--- src/rtl/tcw_pkg.sv ---
// ----------------------------------------------------------------------------
// tcw_pkg
// Shared geometry, codes and types of the text console writer.
// ----------------------------------------------------------------------------
package tcw_pkg;

  // Screen geometry
  localparam int COLUMNS = 80;
  localparam int ROWS    = 25;
  localparam int CELLS   = ROWS * COLUMNS;
  localparam int ADDR_W  = $clog2(CELLS);
  // Cells moved up by one row during a scroll; the rest are blanked
  localparam int COPY_N  = (ROWS - 2) * COLUMNS;

  localparam int COL_W  = 7;
  localparam int ROW_W  = 5;
  localparam int CELL_W = 16;

  localparam logic [7:0] ATTR_RESET = 8'h0F;
  localparam int         TAB_STOP   = 8;

  // Control bytes
  localparam logic [7:0] CH_BS  = 8'h08;
  localparam logic [7:0] CH_TAB = 8'h09;
  localparam logic [7:0] CH_LF  = 8'h0A;
  localparam logic [7:0] CH_CR  = 8'h0D;

  // Request kinds
  typedef enum logic [1:0] {
    REQ_PUT   = 2'd0,
    REQ_READ  = 2'd1,
    REQ_CLEAR = 2'd2
  } req_t;

  // Cursor update for one put request
  typedef struct packed {
    logic [COL_W-1:0] col;     // column after the request
    logic [ROW_W-1:0] row;     // row after the request (scroll applied)
    logic             print;   // store the byte at the old cursor
    logic             bs;      // clear the character byte at the new cursor
    logic             scroll;  // move the screen up one row
  } step_t;

  // Linear cell address of a row and column
  function automatic logic [ADDR_W-1:0] cell_addr(input logic [ROW_W-1:0] row,
                                                  input logic [COL_W-1:0] col);
    logic [ADDR_W-1:0] base;
    base = ADDR_W'(row) * ADDR_W'(COLUMNS);
    return base + ADDR_W'(col);
  endfunction

endpackage

--- src/rtl/tcw_cursor.sv ---
// ----------------------------------------------------------------------------
// tcw_cursor
// Cursor movement for one put request: control bytes, wrap and scroll.
// ----------------------------------------------------------------------------
module tcw_cursor (
  input  logic [6:0]     cur_col,
  input  logic [4:0]     cur_row,
  input  logic [7:0]     char_code,
  output tcw_pkg::step_t step
);
  import tcw_pkg::*;

  logic [7:0] col_w;
  logic [7:0] col_tab;
  logic [5:0] row_w;
  logic       print;
  logic       bs;
  logic       scroll;

  assign col_tab = {1'b0, cur_col} + 8'(TAB_STOP);

  always_comb begin
    col_w = {1'b0, cur_col};
    row_w = {1'b0, cur_row};
    print = 1'b0;
    bs    = 1'b0;
    // interpret the byte
    case (char_code)
      CH_BS: begin
        if (cur_col != '0) begin
          col_w = col_w - 8'd1;
          bs    = 1'b1;
        end
      end
      CH_TAB: col_w = {col_tab[7:3], 3'b000};
      CH_CR:  col_w = '0;
      CH_LF: begin
        col_w = '0;
        row_w = row_w + 6'd1;
      end
      default: begin
        print = 1'b1;
        col_w = col_w + 8'd1;
      end
    endcase
    // wrap past the last column
    if (col_w >= 8'(COLUMNS)) begin
      col_w = '0;
      row_w = row_w + 6'd1;
    end
    // scroll when the last row is reached
    scroll = (row_w >= 6'(ROWS - 1));
    if (scroll) begin
      row_w = row_w - 6'd1;
    end
  end

  assign step.col    = col_w[COL_W-1:0];
  assign step.row    = row_w[ROW_W-1:0];
  assign step.print  = print;
  assign step.bs     = bs;
  assign step.scroll = scroll;

endmodule

--- config.mk ---
export PLATFORM = sky130hd
export DESIGN_NAME = tcw_cursor
export DESIGN_NICKNAME = d
export VERILOG_FILES = /design/src/rtl/tcw_pkg.sv /design/src/rtl/tcw_cursor.sv
export SDC_FILE = /design/constraint.sdc
export NUM_CORES = 1
export LEC_CHECK = 0
export BUFFER_PORTS_ARGS = -buffer_cell sky130_fd_sc_hd__buf_2
export CAP_MARGIN = 40
export CORE_MARGIN = 5
export CORE_UTILIZATION = 56
export DETAILED_ROUTE_END_ITERATION = 8
export PLACE_DENSITY = 0.85
export SLEW_MARGIN = 20
export SYNTH_ARGS = -nofsm -noshare
export SYNTH_HDL_FRONTEND = slang
export SYNTH_SLANG_ARGS = --single-unit
--- constraint.sdc ---
create_clock -name vclk -period 4.8
set_input_delay 0.96 -clock vclk [all_inputs]
set_output_delay 0.96 -clock vclk [all_outputs]
set_load 0.02 [all_outputs]
# --- Word-level counts from Yosys, hierarchy flattened ---
# Cells that the tools add are included.
# W data, S select, Z words.
totals:
  register_bits: 0
  out_inout_bits: 15
  word_cells: 24
classes:
  n_eq_ne: 4
  addsub: 6
  n_mux: 9
  n_reduce_logical: 3
  n_lt_le_gt_ge: 2
op_table:
  columns: ["cell", "count"]
  rows:
  - ["$eq A8 B4 Y1 const B", 4]
  - ["$pmux W8 S3", 1]
  - ["$mux W6", 2]
  - ["$add A7 B1 Y8 const B", 1]
  - ["$add A7 B4 Y8 const B", 1]
  - ["$ge A8 B7 Y1 const B", 1]
  - ["$mux W8", 1]
  - ["$sub A7 B1 Y8 const B", 1]
  - ["$mux W7", 1]
  - ["$reduce_bool A7 Y1", 1]
  - ["$add A5 B1 Y6 const B", 1]
  - ["$add A6 B1 Y6 const B", 1]
  - ["$ge A6 B5 Y1 const B", 1]
  - ["$mux W5", 1]
  - ["$sub A5 B1 Y5 const B", 1]
  - ["$reduce_or A4 Y1", 1]
  - ["$mux W1", 3]
  - ["$reduce_or A2 Y1", 1]

# --- Logic depth before layout (Yosys ltp) ---
logic_depth:
  word_depth: 7
  ltp_mapped: 12
  depth_no_buf: 11

# --- Worst setup path after synthesis ---
# Ideal clock, no wire load.
synth_timing:
  path_kind: "input port to output port"
  from: "input port cur_col[3]"
  to: "output port step[5] (netlist name)"
  cell_stages: 12
  setup_slack_ps: 146
  t_arrival_ps: 3694
  path_buffers: 1
  path_cell_list: "clkbuf_1 -> inv_1 -> ha_1 -> or4b_1 -> a32o_1 -> a211o_1 -> a211oi_2 -> o21ai_4 -> a31oi_4 -> mux2_4 -> nor4_2 -> xnor2_1"
synth_rtl:
  columns: ["element", "line_no", "source"]
  rows:
  - ["start: declaration", "tcw_cursor.sv:6", "input logic [6:0] cur_col,"]
  - ["end: declaration", "tcw_cursor.sv:9", "output tcw_pkg::step_t step"]

==> results.py <==
metrics = {
    "status": {
        "status": "complete, no violations",
    },
    "place": {
        "dp_slack_ps": 41.7,
        "port_buffers": 35,
        "dp.cells": 232,
        "place.gp.congestion": 0.924,
        "dp_hpwl_um": 2680,
    },
    "final_layout": {
        "drive_gt1_frac": 0.312,
        "nFillCells": 170,
        "seq_cells": 0,
        "final_cells": 232,
        "num_antenna_cells": 0,
        "clkbuf_count": 0,
        "syn_to_final_growth_pct": 24.0,
        "final_nets": 233,
        "regArea_um2": 0,
        "final_common_cell": "buf_2",
        "final_cell_mix": "buf_2, nor2_1, nand2_1",
    },
    "setup_path": {
        "crit_slowest_cell": "or4b_4",
        "cp_data_required_time_ps": 3840,
        "path_class": "in2out",
        "crit_fanout": 7,
        "path_cells": "buf_2 -> inv_1 -> ha_1 -> or4b_4 -> a32o_1 -> a211o_1 -> a211oi_4 -> o21ai_4 -> a31oi_4 -> mux2_4 -> nor4_4 -> xnor2_1 -> buf_4",
        "worstPathArrival_ps": 3760,
        "cpPeakStageDelay_ps": 470,
        "start_kind": "input pin",
        "end_kind": "output pin",
    },
    "yosys": {
        "netlist.top_cell.by_area": "xnor2_1",
        "synth_nets": 200,
        "synth_top_area_share": 0.0901,
        "syn_inst": 174,
        "seq_area_frac_synth": 0,
        "avgSynthCellArea_um2": 6.70,
        "ys_types": 58,
        "yosysWarnings": 0,
        "synthTopCellsByArea": "xnor2_1, ha_1, nor2_1",
        "syn_area_um2": 1170,
    },
    "die": {
        "num_rows": 16,
        "initial_core_util": 0.588,
        "core_area_um2": 1980,
        "die_h_um": 55.6,
        "pin_count": 35,
        "die_x_um": 55.6,
        "dieArea_um2": 3090,
    },
    "sta": {
        "whs_ps": 2390,
        "fmax_mhz": 212,
        "min_period_over_period": 0.983,
        "rsz0062_at_grt": "true",
        "finalWorstSetupSlack_ps": 80.5,
        "slew-limit-headroom": 0.636,
        "tightestPinTransition_ps": 541,
        "finalWorstPathRequiredPeriod_ps": 4720,
        "setup_violations": 0,
        "finalMaxSlewViolations": 0,
        "setup_tns_ps": 0,
        "hold_viol_final": 0,
    },
    "routing": {
        "antenna_left": 0,
        "remaining_drc_errors": 0,
        "initialDrtViolationCount": 54,
        "routed_wl_um": 3390,
        "wl_per_cell_um": 14.6,
        "vias_per_cell": 6.21,
        "firstDrtPassIters": 4,
        "routed-via-count": 1440,
    },
    "clocking": {
        "ctsResizeCount": 0,
        "postCtsHoldBufs": 0,
        "postCtsSetupBuffers": 0,
    },
    "hold_path": {
        "min_to": "step[8]",
        "hold_class": "in2out",
        "worstHoldStart": "cur_col[0]",
        "worstHoldPathCells": 5,
    },
    "grt": {
        "grt_antenna_before_repair": 0,
        "grt_max_degree": 18,
        "grt_pass1_wl_um": 5790,
        "overflow": 0,
        "grt_pass1_vias": 1371,
        "track_usage": 0.212,
    },
    "pwr": {
        "powerDensity_nw_per_um2": 91.4,
        "p_leak_nw": 0.632,
        "peakVddDrop_v": 0.0000542,
    },
    "run": {
        "drv_cap": 0,
    },
}
-- Yosys cell counts, drive strengths merged, types with 6 or more instances --
cell type  number
nor2           20
nand2          15
xnor2          12
inv            10
nand3          10
o21ai          10
a21oi           8
clkbuf          8
ha              6
-- metrics by stage --
stage,power [mW],area (um^2),utilization
global route,0.144,1450,0.730
floorplan,0.0854,1170,-
CTS,0.125,1380,0.696
finish,0.132,1450,0.730
detailed placement,0.125,1380,0.696
global placement,0.121,1380,0.696
-- metal layers --
metal / track usage / vias up / wire [um] / part of all wire
met4: 0.0313 / 0 / 22 / 0.0065
met2: 0.394 / 74 / 1700 / 0.50
met5: 0 / - / 0 / 0
met1: 0.271 / 660 / 1430 / 0.42
li1: - / 702 / - / -
met3: 0.0116 / 4 / 246 / 0.072
-- how the worst max path moves through the flow --
stage	from	endpoint	depth (start not counted)
6_report	cur_col[4]	step[5]	13
5_1_grt	cur_col[4]	step[3]	14
4_1_cts	cur_col[4]	step[5]	13
3_5_place_dp	cur_col[4]	step[5]	13
3_3_place_gp	char_code[5]	step[5]	12
2_1_floorplan	cur_col[3]	step[5]	12
-- power by group --
part / leakage [nW] / total [mW] / internal, mW / switching (mW)
Sequential: 0 / 0 / 0 / 0
Clock: 0 / 0 / 0 / 0
Combinational: 0.632 / 0.132 / 0.0514 / 0.0808
Total: 0.632 / 0.132 / 0.0514 / 0.0808
-- final cells by class --
type	count	area (um^2)	area share
inverters	10	37.5	0.0260
well taps	27	33.8	0.0234
multi-input cells	151	1130	0.779
repair buffers	44	249	0.172
-- worst max-delay path: cells and delay by family --
kind | cells | cell delay [ps]
AOI/OAI and AO/OA | 5 | 1050
and+or+nand+nor | 2 | 740
buffers and inverters | 3 | 390
muxes | 1 | 330
adders and majority gates | 1 | 140
xor gates and xnor gates | 1 | 140
-- cell families (layout without fill, tap and decap cells) --
group / count (synthesis) / in the layout / share of synthesized area
mux: 3 / 3 / 0.0300
fa+ha+maj: 6 / 6 / 0.0644
simple gates: 80 / 80 / 0.393
buf+inv: 23 / 54 / 0.0858
xor+xnor: 17 / 17 / 0.128
compound gates: 45 / 45 / 0.299
Note: power is estimated with default switching activity, not from simulation.
